--- src/pcgbr_pkg.sv ---
// Package for the PCG32 bounded random generator: LCG constants, opcodes,
// and the XSH-RR output permutation. No dependencies.
`default_nettype none

package pcgbr_pkg;

  localparam logic [63:0] LCG_MULT = 64'h5851_F42D_4C95_7F2D;
  localparam logic [63:0] LCG_INC  = 64'h1405_7B7E_F767_814F;

  localparam int XSH_SHIFT  = 18;
  localparam int XSH_DROP   = 27;
  localparam int ROT_SHIFT  = 59;
  localparam int FRAC_BITS  = 23;
  localparam int FRAC_DROP  = 32 - FRAC_BITS;

  typedef enum logic [2:0] {
    OP_RAW    = 3'd0,
    OP_RANGE  = 3'd1,
    OP_FRAC   = 3'd2,
    OP_CHANCE = 3'd3,
    OP_RESEED = 3'd4
  } opcode_t;

  function automatic logic [31:0] xsh_rr(input logic [63:0] s);
    logic [63:0] mixed;
    logic [31:0] x;
    logic [4:0]  r;
    logic [63:0] dbl;
    mixed = (s ^ (s >> XSH_SHIFT)) >> XSH_DROP;
    x     = mixed[31:0];
    r     = s[63:ROT_SHIFT];
    dbl   = {x, x} >> r;
    return dbl[31:0];
  endfunction

endpackage

`default_nettype wire

--- src/pcgbr_if.sv ---
// Valid/ready channel interfaces for request and response beats.
// Depends on nothing.
`default_nettype none

interface pcgbr_req_if;
  logic        valid;
  logic        ready;
  logic [2:0]  opcode;
  logic [31:0] range_low;
  logic [31:0] range_high;
  logic [32:0] threshold;

  modport source (output valid, output opcode, output range_low, output range_high,
                  output threshold, input ready);
  modport sink (input valid, input opcode, input range_low, input range_high,
                input threshold, output ready);
endinterface

interface pcgbr_rsp_if;
  logic        valid;
  logic        ready;
  logic [31:0] value;
  logic        hit;

  modport source (output valid, output value, output hit, input ready);
  modport sink (input valid, input value, input hit, output ready);
endinterface

`default_nettype wire

--- src/pcgbr_mul.sv ---
// Shared 32x32 unsigned multiplier with a registered 64-bit product.
// No dependencies.
`default_nettype none

module pcgbr_mul (
  input  wire logic        clk,
  input  wire logic        en,
  input  wire logic [31:0] a,
  input  wire logic [31:0] b,
  output logic [63:0]      p
);

  always_ff @(posedge clk) begin
    if (en) begin
      p <= {32'd0, a} * {32'd0, b};
    end
  end

endmodule

`default_nettype wire

--- src/pcgbr_rem.sv ---
// Bit-serial remainder unit: (2^32 - n) mod n, one quotient bit per cycle.
// No dependencies.
`default_nettype none

module pcgbr_rem (
  input  wire logic        clk,
  input  wire logic        rst,
  input  wire logic        start,
  input  wire logic [31:0] divisor,
  output logic             done,
  output logic [31:0]      result
);

  logic        busy;
  logic [4:0]  cnt;
  logic [31:0] dvd;
  logic [31:0] dsr;
  logic [32:0] trial;
  logic [32:0] diff;
  logic [31:0] result_next;

  always_comb begin
    trial = {result, dvd[31]};
    diff  = trial - {1'b0, dsr};
    if (trial >= {1'b0, dsr}) begin
      result_next = diff[31:0];
    end else begin
      result_next = trial[31:0];
    end
  end

  always_ff @(posedge clk) begin
    if (rst) begin
      busy <= 1'b0;
      done <= 1'b0;
    end else begin
      done <= 1'b0;
      if (start) begin
        busy   <= 1'b1;
        cnt    <= 5'd31;
        dvd    <= 32'd0 - divisor;
        dsr    <= divisor;
        result <= '0;
      end else if (busy) begin
        result <= result_next;
        dvd    <= dvd << 1;
        cnt    <= cnt - 5'd1;
        if (cnt == 5'd0) begin
          busy <= 1'b0;
          done <= 1'b1;
        end
      end
    end
  end

endmodule

`default_nettype wire

--- src/pcg32_bounded_random_generator_top.sv ---
// PCG32 generator with Lemire bounded range, fraction and chance requests.
// Depends on pcgbr_pkg, pcgbr_if, pcgbr_mul, pcgbr_rem.
//
//   channel   dir  handshake       payload
//   req       in   valid/ready     opcode, range_low, range_high, threshold
//   rsp       out  valid/ready     value, hit
//   seed      in   seed_we         seed_data (64-bit seed register)
//
// A draw uses the shared 32x32 multiplier in S_MUL0 to S_MUL3 (three partial
// products for the 64-bit state, then word * span for a range request).
// Raw, fraction, chance and reseed go from S_MUL3 to S_DONE for the response;
// range passes S_RANGE, a rejection waits once in S_REMW (serial remainder),
// and each redraw returns to S_MUL0. Unknown opcodes go straight to S_DONE.
// Reset (rst, synchronous) clears the state and seed to zero.
// req.ready is high only when idle; a held response stalls the next finish.
`default_nettype none

module pcg32_bounded_random_generator_top (
  input  wire logic        clk,
  input  wire logic        rst,
  pcgbr_req_if.sink        req,
  pcgbr_rsp_if.source      rsp,
  input  wire logic        seed_we,
  input  wire logic [63:0] seed_data
);

  localparam int FRAC_W = pcgbr_pkg::FRAC_BITS;

  typedef enum logic [2:0] {
    S_IDLE, S_MUL0, S_MUL1, S_MUL2, S_MUL3, S_RANGE, S_REMW, S_DONE
  } fsm_t;

  fsm_t        fsm;
  logic [63:0] seed_value;
  logic [63:0] lcg_state;
  logic [63:0] acc;
  logic [2:0]  op;
  logic [31:0] low;
  logic [31:0] span;
  logic [32:0] thr;
  logic [31:0] word;
  logic [31:0] rval;
  logic [31:0] rej_t;
  logic        rej_tv;

  logic        out_valid;
  logic [31:0] out_value;
  logic        out_hit;

  logic        mul_en;
  logic [31:0] mul_a;
  logic [31:0] mul_b;
  logic [63:0] mul_p;
  logic        rem_start;
  logic        rem_done;
  logic [31:0] rem_result;

  logic [31:0] value_next;
  logic        hit_next;
  logic [31:0] frac;

  pcgbr_mul u_mul (
    .clk (clk),
    .en  (mul_en),
    .a   (mul_a),
    .b   (mul_b),
    .p   (mul_p)
  );

  pcgbr_rem u_rem (
    .clk     (clk),
    .rst     (rst),
    .start   (rem_start),
    .divisor (span),
    .done    (rem_done),
    .result  (rem_result)
  );

  always_comb begin
    mul_en = 1'b1;
    mul_a  = lcg_state[31:0];
    mul_b  = pcgbr_pkg::LCG_MULT[31:0];
    case (fsm)
      S_MUL0: begin
        mul_a = lcg_state[31:0];
        mul_b = pcgbr_pkg::LCG_MULT[31:0];
      end
      S_MUL1: begin
        mul_a = lcg_state[63:32];
        mul_b = pcgbr_pkg::LCG_MULT[31:0];
      end
      S_MUL2: begin
        mul_a = lcg_state[31:0];
        mul_b = pcgbr_pkg::LCG_MULT[63:32];
      end
      S_MUL3: begin
        mul_a = word;
        mul_b = span;
      end
      default: mul_en = 1'b0;
    endcase
  end

  assign rem_start = (fsm == S_RANGE) && (span != 32'd0) && (mul_p[31:0] < span)
                     && !rej_tv;

  always_comb begin
    frac       = word >> pcgbr_pkg::FRAC_DROP;
    value_next = '0;
    hit_next   = 1'b0;
    case (op)
      pcgbr_pkg::OP_RAW:   value_next = word;
      pcgbr_pkg::OP_RANGE: value_next = rval;
      pcgbr_pkg::OP_FRAC:  value_next = frac;
      pcgbr_pkg::OP_CHANCE: begin
        value_next = frac;
        hit_next   = {1'b0, frac[FRAC_W-1:0], {pcgbr_pkg::FRAC_DROP{1'b0}}} < thr;
      end
      default: value_next = '0;
    endcase
  end

  always_ff @(posedge clk) begin
    if (rst) begin
      seed_value <= '0;
    end else if (seed_we) begin
      seed_value <= seed_data;
    end
  end

  always_ff @(posedge clk) begin
    if (rst) begin
      fsm       <= S_IDLE;
      lcg_state <= '0;
      out_valid <= 1'b0;
      rej_tv    <= 1'b0;
    end else begin
      if (rsp.ready && fsm != S_DONE) begin
        out_valid <= 1'b0;
      end
      case (fsm)
        S_IDLE: begin
          if (req.valid) begin
            op     <= req.opcode;
            low    <= req.range_low;
            span   <= req.range_high - req.range_low;
            thr    <= req.threshold;
            rej_tv <= 1'b0;
            case (req.opcode)
              pcgbr_pkg::OP_RAW, pcgbr_pkg::OP_RANGE, pcgbr_pkg::OP_FRAC,
              pcgbr_pkg::OP_CHANCE: fsm <= S_MUL0;
              pcgbr_pkg::OP_RESEED: begin
                lcg_state <= seed_value;
                fsm       <= S_MUL0;
              end
              default: fsm <= S_DONE;
            endcase
          end
        end
        S_MUL0: begin
          word <= pcgbr_pkg::xsh_rr(lcg_state);
          fsm  <= S_MUL1;
        end
        S_MUL1: begin
          acc <= mul_p + pcgbr_pkg::LCG_INC;
          fsm <= S_MUL2;
        end
        S_MUL2: begin
          acc[63:32] <= acc[63:32] + mul_p[31:0];
          fsm        <= S_MUL3;
        end
        S_MUL3: begin
          lcg_state <= {acc[63:32] + mul_p[31:0], acc[31:0]};
          if (op == pcgbr_pkg::OP_RANGE) begin
            fsm <= S_RANGE;
          end else begin
            fsm <= S_DONE;
          end
        end
        S_RANGE: begin
          if (span == 32'd0 || mul_p[31:0] >= span) begin
            rval <= low + mul_p[63:32];
            fsm  <= S_DONE;
          end else if (!rej_tv) begin
            fsm <= S_REMW;
          end else if (mul_p[31:0] < rej_t) begin
            fsm <= S_MUL0;
          end else begin
            rval <= low + mul_p[63:32];
            fsm  <= S_DONE;
          end
        end
        S_REMW: begin
          if (rem_done) begin
            rej_t  <= rem_result;
            rej_tv <= 1'b1;
            if (mul_p[31:0] < rem_result) begin
              fsm <= S_MUL0;
            end else begin
              rval <= low + mul_p[63:32];
              fsm  <= S_DONE;
            end
          end
        end
        S_DONE: begin
          if (!out_valid || rsp.ready) begin
            out_valid <= 1'b1;
            out_value <= value_next;
            out_hit   <= hit_next;
            fsm       <= S_IDLE;
          end
        end
        default: fsm <= S_IDLE;
      endcase
    end
  end

  assign req.ready = (fsm == S_IDLE);
  assign rsp.valid = out_valid;
  assign rsp.value = out_value;
  assign rsp.hit   = out_hit;

  a_rem_done_in_wait: assert property (@(posedge clk) disable iff (rst)
    rem_done |-> fsm == S_REMW)
    else $error("remainder finished outside its wait state");

  a_zero_span_done: assert property (@(posedge clk) disable iff (rst)
    (fsm == S_RANGE && span == 32'd0) |=> fsm == S_DONE)
    else $error("zero span did not finish after one draw");

  a_reseed_load: assert property (@(posedge clk) disable iff (rst)
    (req.valid && req.ready && req.opcode == pcgbr_pkg::OP_RESEED)
      |=> lcg_state == $past(seed_value))
    else $error("reseed did not load the seed register");

  a_busy_not_ready: assert property (@(posedge clk) disable iff (rst)
    (fsm == S_MUL0) |=> !req.ready)
    else $error("ready raised during a draw");

endmodule

`default_nettype wire
--- src/flat_wrapper.sv ---
// flat-port wrapper written by rule: the top's interface ports become plain ports
module pcg32_bounded_random_generator_top_flat 
  (clk, rst, seed_we, seed_data, req_valid, req_opcode, req_range_low, req_range_high, req_threshold, req_ready, rsp_valid, rsp_value, rsp_hit, rsp_ready);
  pcgbr_req_if req_i ();
  pcgbr_rsp_if rsp_i ();
  input  wire logic clk;
  input  wire logic rst;
  input  wire logic seed_we;
  input  wire logic [63:0] seed_data;
  input wire logic [$bits(req_i.valid)-1:0] req_valid;
  input wire logic [$bits(req_i.opcode)-1:0] req_opcode;
  input wire logic [$bits(req_i.range_low)-1:0] req_range_low;
  input wire logic [$bits(req_i.range_high)-1:0] req_range_high;
  input wire logic [$bits(req_i.threshold)-1:0] req_threshold;
  output wire logic [$bits(req_i.ready)-1:0] req_ready;
  output wire logic [$bits(rsp_i.valid)-1:0] rsp_valid;
  output wire logic [$bits(rsp_i.value)-1:0] rsp_value;
  output wire logic [$bits(rsp_i.hit)-1:0] rsp_hit;
  input wire logic [$bits(rsp_i.ready)-1:0] rsp_ready;
  assign req_i.valid = req_valid;
  assign req_i.opcode = req_opcode;
  assign req_i.range_low = req_range_low;
  assign req_i.range_high = req_range_high;
  assign req_i.threshold = req_threshold;
  assign req_ready = req_i.ready;
  assign rsp_valid = rsp_i.valid;
  assign rsp_value = rsp_i.value;
  assign rsp_hit = rsp_i.hit;
  assign rsp_i.ready = rsp_ready;
  pcg32_bounded_random_generator_top u_core (.clk(clk), .rst(rst), .req(req_i), .rsp(rsp_i), .seed_we(seed_we), .seed_data(seed_data));
endmodule
--- config.mk ---
export PLATFORM = sky130hd
export DESIGN_NAME = pcg32_bounded_random_generator_top_flat
export DESIGN_NICKNAME = d
export VERILOG_FILES = /design/src/pcgbr_pkg.sv /design/src/pcgbr_if.sv /design/src/pcgbr_mul.sv /design/src/pcgbr_rem.sv /design/src/pcg32_bounded_random_generator_top.sv /design/src/flat_wrapper.sv
export SDC_FILE = /design/constraint.sdc
export NUM_CORES = 2
export LEC_CHECK = 0
export BUFFER_PORTS_ARGS = -buffer_cell sky130_fd_sc_hd__buf_2
export CAP_MARGIN = 20
export CORE_MARGIN = 1
export CORE_UTILIZATION = 40
export CTS_CLUSTER_DIAMETER = 150
export DETAILED_ROUTE_END_ITERATION = 7
export GPL_TIMING_DRIVEN = 0
export SETUP_SLACK_MARGIN = 0.5
export SKIP_CTS_REPAIR_TIMING = 1
export SYNTH_ARGS = -nofsm -noshare
export SYNTH_HDL_FRONTEND = slang
export SYNTH_SLANG_ARGS = --single-unit
--- constraint.sdc ---
create_clock -name clk -period 20.7 [get_ports clk]
set_input_delay 4.14 -clock clk [delete_from_list [all_inputs] [get_ports clk]]
set_output_delay 4.14 -clock clk [all_outputs]
set_load 0.02 [all_outputs]
## After elaboration in Yosys (flattened, before gate mapping)

Index checks and enable logic that the tools add are counted.

- Flip-flop bits (word level): 593
- Logic and storage cells: 137

- Add/sub/neg operators: 7
- $mul: 1
- Order comparisons: 6
- Equal/unequal tests: 22
- Shift-type cells: 1
- Multiplexer cells: 39
- Bitwise operators: 3
- Reductions and logical operators: 35

Operators with widths:

| cell | number |
|---|---|
| $mux W32 | 9 |
| $pmux W32 S2 | 4 |
| $mux W64 | 2 |
| $pmux W64 S2 | 1 |
| $lt A32 B32 Y1 | 3 |
| $pmux W32 S3 | 1 |
| $add A32 B32 Y32 | 2 |
| $add A64 B61 Y64 const B | 1 |
| $mul A32 B32 Y64 | 1 |
| $shr A64 B5 Y32 | 1 |
| $sub A32 B32 Y32 | 2 |
| $xor A59 B46 Y59 | 1 |
| $ge A33 B32 Y1 | 1 |
| $lt A32 B33 Y1 | 1 |
| $ge A32 B32 Y1 | 1 |
| $logic_not A32 Y1 | 1 |
| $reduce_bool A32 Y1 | 1 |
| $sub A1 B32 Y32 const A | 1 |
| $mux W3 | 8 |
| $pmux W3 S8 | 1 |
| $eq A3 B2 Y1 const B | 6 |
| $reduce_and A3 Y1 | 6 |
| $eq A3 B3 Y1 const B | 5 |
| $mux W1 | 10 |
| other kinds (22) | 44 |

## Longest topological paths before layout

- Depth in word-level cells: 6
- Depth in mapped cells: 35
- Mapped depth without buffers: 32

## Modules after synthesis

A second synthesis with hierarchy kept.

- Cell total of the unflattened synthesis: 7,143
- Area total of the unflattened synthesis: 68,373.1 um2

Modules (own cells, without submodules):

| module | times used | cells an instance | area each (um2) | sequential area each (um2) |
|---|---|---|---|---|
| pcgbr_mul | 1 | 3,739 | 35,311.4 | 1,921.8 |
| pcg32_bounded_random_generator_top | 1 | 2,805 | 26,594.3 | 11,461.0 |
| pcgbr_rem | 1 | 599 | 6,467.5 | 3,072.9 |

## Least setup slack after synthesis

Ideal clock, no wire load.

- Kind: input to register
- Start: in rst
- End: reg u_core.low[0] (enable)
- Library setup time: 0.559 ns
- Arrival time: 8.918 ns
- Required time: 20.141 ns
- Path slack: 11.222 ns
- Stages: 4
- Buffers on the path: 3
- Path through: clkbuf_1 > clkbuf_1 > clkbuf_1 > nor2_1

- Word-level cells in the longest chain between the ends: 2

RTL lines:

| what | line | source |
|---|---|---|
| from (decl) | flat_wrapper.sv:7 | `input wire logic rst;` |
| $not A1 Y1 (no line) | - |  |
| $reduce_and A3 Y1 (no line) | - |  |
| to (signal assigned) | pcg32_bounded_random_generator_top.sv:145 | `low <= req.range_low;` |
| to (decl) | pcg32_bounded_random_generator_top.sv:38 | `logic [31:0] low;` |

Every way passes these cells.
A chain may end at the register's enable or synchronous reset.

## Worst setup path in the final report

- Start: reg u_core.fsm[0]
- End: reg u_core.u_mul.p[51] (data pin)

- Word-level cells in the longest chain between the ends: 3
- Elaborated cells on any way between the ends: 6
- Classes of those cells: 1 x mul; 3 x eq/ne; 2 x mux

RTL lines:

| what | line | source |
|---|---|---|
| from (decl) | pcg32_bounded_random_generator_top.sv:33 | `fsm_t fsm;` |
| from (signal assigned) | pcg32_bounded_random_generator_top.sv:133 | `fsm <= S_IDLE;` |
| from (signal assigned) | pcg32_bounded_random_generator_top.sv:151 | `pcgbr_pkg::OP_CHANCE: fsm <= S_MUL0;` |
| from (signal assigned) | pcg32_bounded_random_generator_top.sv:154 | `fsm <= S_MUL0;` |
| $eq A3 B3 Y1 or $eq A3 B2 Y1 (tied branches) | pcg32_bounded_random_generator_top.sv:83 | `case (fsm)` |
| $pmux W32 S2 | pcg32_bounded_random_generator_top.sv:83 |  |
| $mul A32 B32 Y64 (*) | pcgbr_mul.sv:15 | `p <= {32'd0, a} * {32'd0, b};` |
| to (signal assigned) | pcgbr_mul.sv:15 |  |
| to (decl) | pcgbr_mul.sv:10 | `output logic [63:0] p` |

Every way passes the cells marked *; elsewhere a longest branch is shown, timed or not.

==> reports/qor.csv <==
stage,metric,value,unit
final_layout,post-route-util,0.450,
sta,setup_viol,0,
routing,count_of_tritonroute_iterations_in_the_first_routing_pass,8,
sta,final-max-slew-violation-count,0,
routing,finalWirelength,280,mm
job,maxCapViolCount,0,
sta,final.hold.worst_slack,476,ps
logic_synthesis,netlist_cell_types,85,
worst_setup_path,worst_r2r_startpoint,u_core.fsm[0]$_SDFFE_PP0P_,
logic_synthesis,synth-seq-area-share,0.248,
floorplan,top_level_ports,204,
final_layout,syn2layout_area_growth,11.0,%
logic_synthesis,mapped_cell_area,0.0663,sq mm
logic_synthesis,top_area_cells_in_the_synthesized_netlist,"fa_1, edfxtp_1, ha_1, inv_1, nor2_1",
sta,maxClockFrequency,0.0766,GHz
sta,max_slew.worst_pin.slew,1380,ps
logic_synthesis,synth_edf_count,458,
placement,dp_hpwl,234,mm
placement,gp_congestion,1.06,
worst_setup_path,critical_path.most_common_cell,fa_1,
clock_network,htree_levels,3,
worst_setup_path,arrival_time_worst_endpoint,13460,ps
routing,route.met3.wl,30.1,mm
worst_setup_path,count_of_cells_along_the_worst_register_to_register_path,30,
sta,maxSlewHeadroom,0.0695,
worst_setup_path,reg2reg_setup_slack,7650,ps
final_layout,multi_input_area,0.0446,sq mm
global_routing,grt_antenna_before_repair,19,
logic_synthesis,post-synth-top-count-cell,inv_1,
global_routing,globalRoute.totalOverflow,0,
logic_synthesis,yosysTopAreaCell,fa_1,
clock_network,cts_tree,done,
floorplan,num_rows,148,
logic_synthesis,ys_seq_elements,593,
floorplan,core_area,0.164,sq mm
logic_synthesis,synthesis.yosys.warnings,0,
routing,antenna_violating_nets_post_route,0,
floorplan,start_util,0.405,
worst_setup_path,worst_setup_path_end_kind,flip-flop,
routing,drtIter0Drc,5903,
min_path,min_path_cells,2,
final_layout,nNetsFinal,8984,
worst_setup_path,timing.critical_path.fanout_max,10,
worst_setup_path,critical-path-max-stage-delay,1150,ps
routing,vias_per_cell,5.71,
routing,m1_wl,110,mm
global_routing,pin_count_of_the_biggest_net_entering_global_routing,34,
final_layout,seq_area,0.0165,sq mm
sta,final_hold_violations,0,
clock_network,max-clock-path-buffers,3,
final_layout,total_non_filler_cell_area_in_the_finished_layout,0.0736,sq mm
routing,drc_errors,0,
global_routing,grt_pass1_vias,54900,
final_layout,fill_cells,15800,
min_path,hold_class,flip-flop to flip-flop,
routing,via_count,55000,
worst_setup_path,worst-setup-path-type,flip-flop to flip-flop,
min_path,worstHoldEndpoint,u_core.lcg_state[11]$_SDFFE_PP0P_,
sta,rsz0062_at_grt,false,
floorplan,die_width,409,microns
global_routing,wire_length_of_the_first_global_routing_pass,394,mm
logic_synthesis,synth-main-ff-cell,edfxtp_1,
floorplan,fp.dieArea,0.167,sq mm
worst_setup_path,rr_endpoint,u_core.u_mul.p[51]$_DFFE_PP_,
worst_setup_path,crit_required,21110,ps
worst_setup_path,setup.worst_path.start_class,flip-flop,
clock_network,clock_insertion_delay_worst_skew,680,ps
logic_synthesis,synthTopCellsByCount,"inv_1, nor2_1, fa_1",
logic_synthesis,synth.top_cell.area_share,0.272,
logic_synthesis,asyncSetResetFlopFracSynth,0,
outcome,status,"finished, final reports clean",
routing,routedWlPerCell,29.0,microns
global_routing,total_grt_usage,0.333,
clock_network,cts_made_buffers,69,
routing,dr.max_layer_used,met5,
logic_synthesis,synthesis.instances,7057,
sta,timing.setup.tns,0,ps
placement,placed_cell_area,0.0711,sq mm
logic_synthesis,synth_fp_nets,8634,
clock_network,cts_num_sinks,593,
worst_setup_path,worst_path_max_delay_cell,o21ai_1,
sta,final.period_utilization,0.630,
floorplan,die_h,409,microns
min_path,min-delay-start,u_core.seed_value[11]$_SDFFE_PP0P_,
sta,clk_skew,38.4,ps
routing,met2RoutedLength,120,mm
placement,port_buffers,201,
final_layout,fraction_of_final_layout_cells_with_drive_strength_greater_than_1,0.0653,
sta,final_period_minus_worst_setup_slack,13050,ps
clock_network,clock-root-buffer,clkbuf_16,
logic_synthesis,syn_avg_cell_area,9.39,sq um
clock_network,clk_transition_reported_paths,60,ps
==> area by class of cell <==
type,instances,share of cell area
Sequential cell,593,0.224
Clock inverter,34,0.00507
Tap cell,2175,0.0370
Antenna cell,10,0.000340
Buffer,337,0.0179
Timing Repair Buffer,279,0.0278
Inverter,1103,0.0563
Multi-Input combinational cell,5024,0.606
Clock buffer,90,0.0261
==> kinds of logic (layout without fill, tap and decap cells) <==
group | Yosys count | in the layout | share of synthesized area
buffers and inverters | 1440 | 1843 | 0.0824
DFF | 593 | 593 | 0.248
muxes | 174 | 174 | 0.0299
adders and majority gates | 1408 | 1408 | 0.368
and+or+nand+nor | 2143 | 2143 | 0.134
AOI/OAI and AO/OA | 1019 | 1019 | 0.100
xor gates and xnor gates | 280 | 280 | 0.0370
other | 0 | 10 | 0
==> layer usage <==
metal  vias to the layer above  global-route usage
met4                        10               0.195
met3                       705              0.0912
met2                      3064               0.497
met5                         -              0.0115
li1                      23600                   -
met1                     27600               0.430
==> flip-flops by register name, indices dropped and copies added, names as in the netlist, 33 cells and up <==
register	flops
u_core.lcg_state	64
u_core.acc	64
u_core.thr	33
u_core.seed_value	64
u_core.u_mul.p	64
==> worst max-delay path, delay by kind of cell (launching register included) <==
| kind | cells | cell delay, ps |
|---|---|---|
| adder cells (fa/ha/maj) | 9 | 4580 |
| AND/OR/NAND/NOR | 8 | 2660 |
| AO/OA/AOI/OAI | 5 | 2470 |
| buffers and inverters | 7 | 2290 |
| XOR/XNOR | 1 | 390 |
| flip-flops | 1 | 330 |
==> per-stage QoR <==
stage	worst slack, ps	instances
after floorplan	11220	7057
after global placement	6110	9433
after CTS	8010	9626
final	7650	9645
after detailed placement	8060	9502
after global routing	7690	9635
==> layout by cell type, fill, tap and decap left out, types with 34 or more instances in the layout <==
master,netlist,layout
inv_1,1101,1101
nor2_1,1033,1028
fa_1,900,900
nand2_1,763,763
ha_1,508,508
edfxtp_1,458,458
a21oi_1,310,307
clkbuf_1,290,303
buf_2,3,208
o21ai_0,204,203
xnor2_1,204,203
mux2i_1,140,140
dfxtp_1,135,135
a21o_1,133,133
xor2_1,76,76
clkbuf_16,0,73
nand3_1,62,62
a221o_1,43,43
a311oi_1,43,43
and2_1,41,41
nand4_1,38,38
buf_1,36,37
nor3_1,35,35
a211oi_1,34,34
==> worst max-delay path by stage <==
stage,slack [ps],cells past startpoint,end,startpoint
detailed placement,8060,29,u_core.u_mul.p[58]$_DFFE_PP_,u_core.fsm[1]$_SDFFE_PP0P_
global route,7690,30,u_core.u_mul.p[51]$_DFFE_PP_,u_core.fsm[2]$_SDFFE_PP0P_
CTS,8010,29,u_core.u_mul.p[58]$_DFFE_PP_,u_core.fsm[1]$_SDFFE_PP0P_
finish,7650,30,u_core.u_mul.p[51]$_DFFE_PP_,u_core.fsm[0]$_SDFFE_PP0P_
global placement,6110,29,u_core.u_mul.p[51]$_DFFE_PP_,u_core.fsm[1]$_SDFFE_PP0P_
floorplan,11220,4,u_core.low[0]$_DFFE_PP_,rst
Power is not shown: default switching activity piles up to over one toggle a cycle in this logic, so the estimate is an artifact.
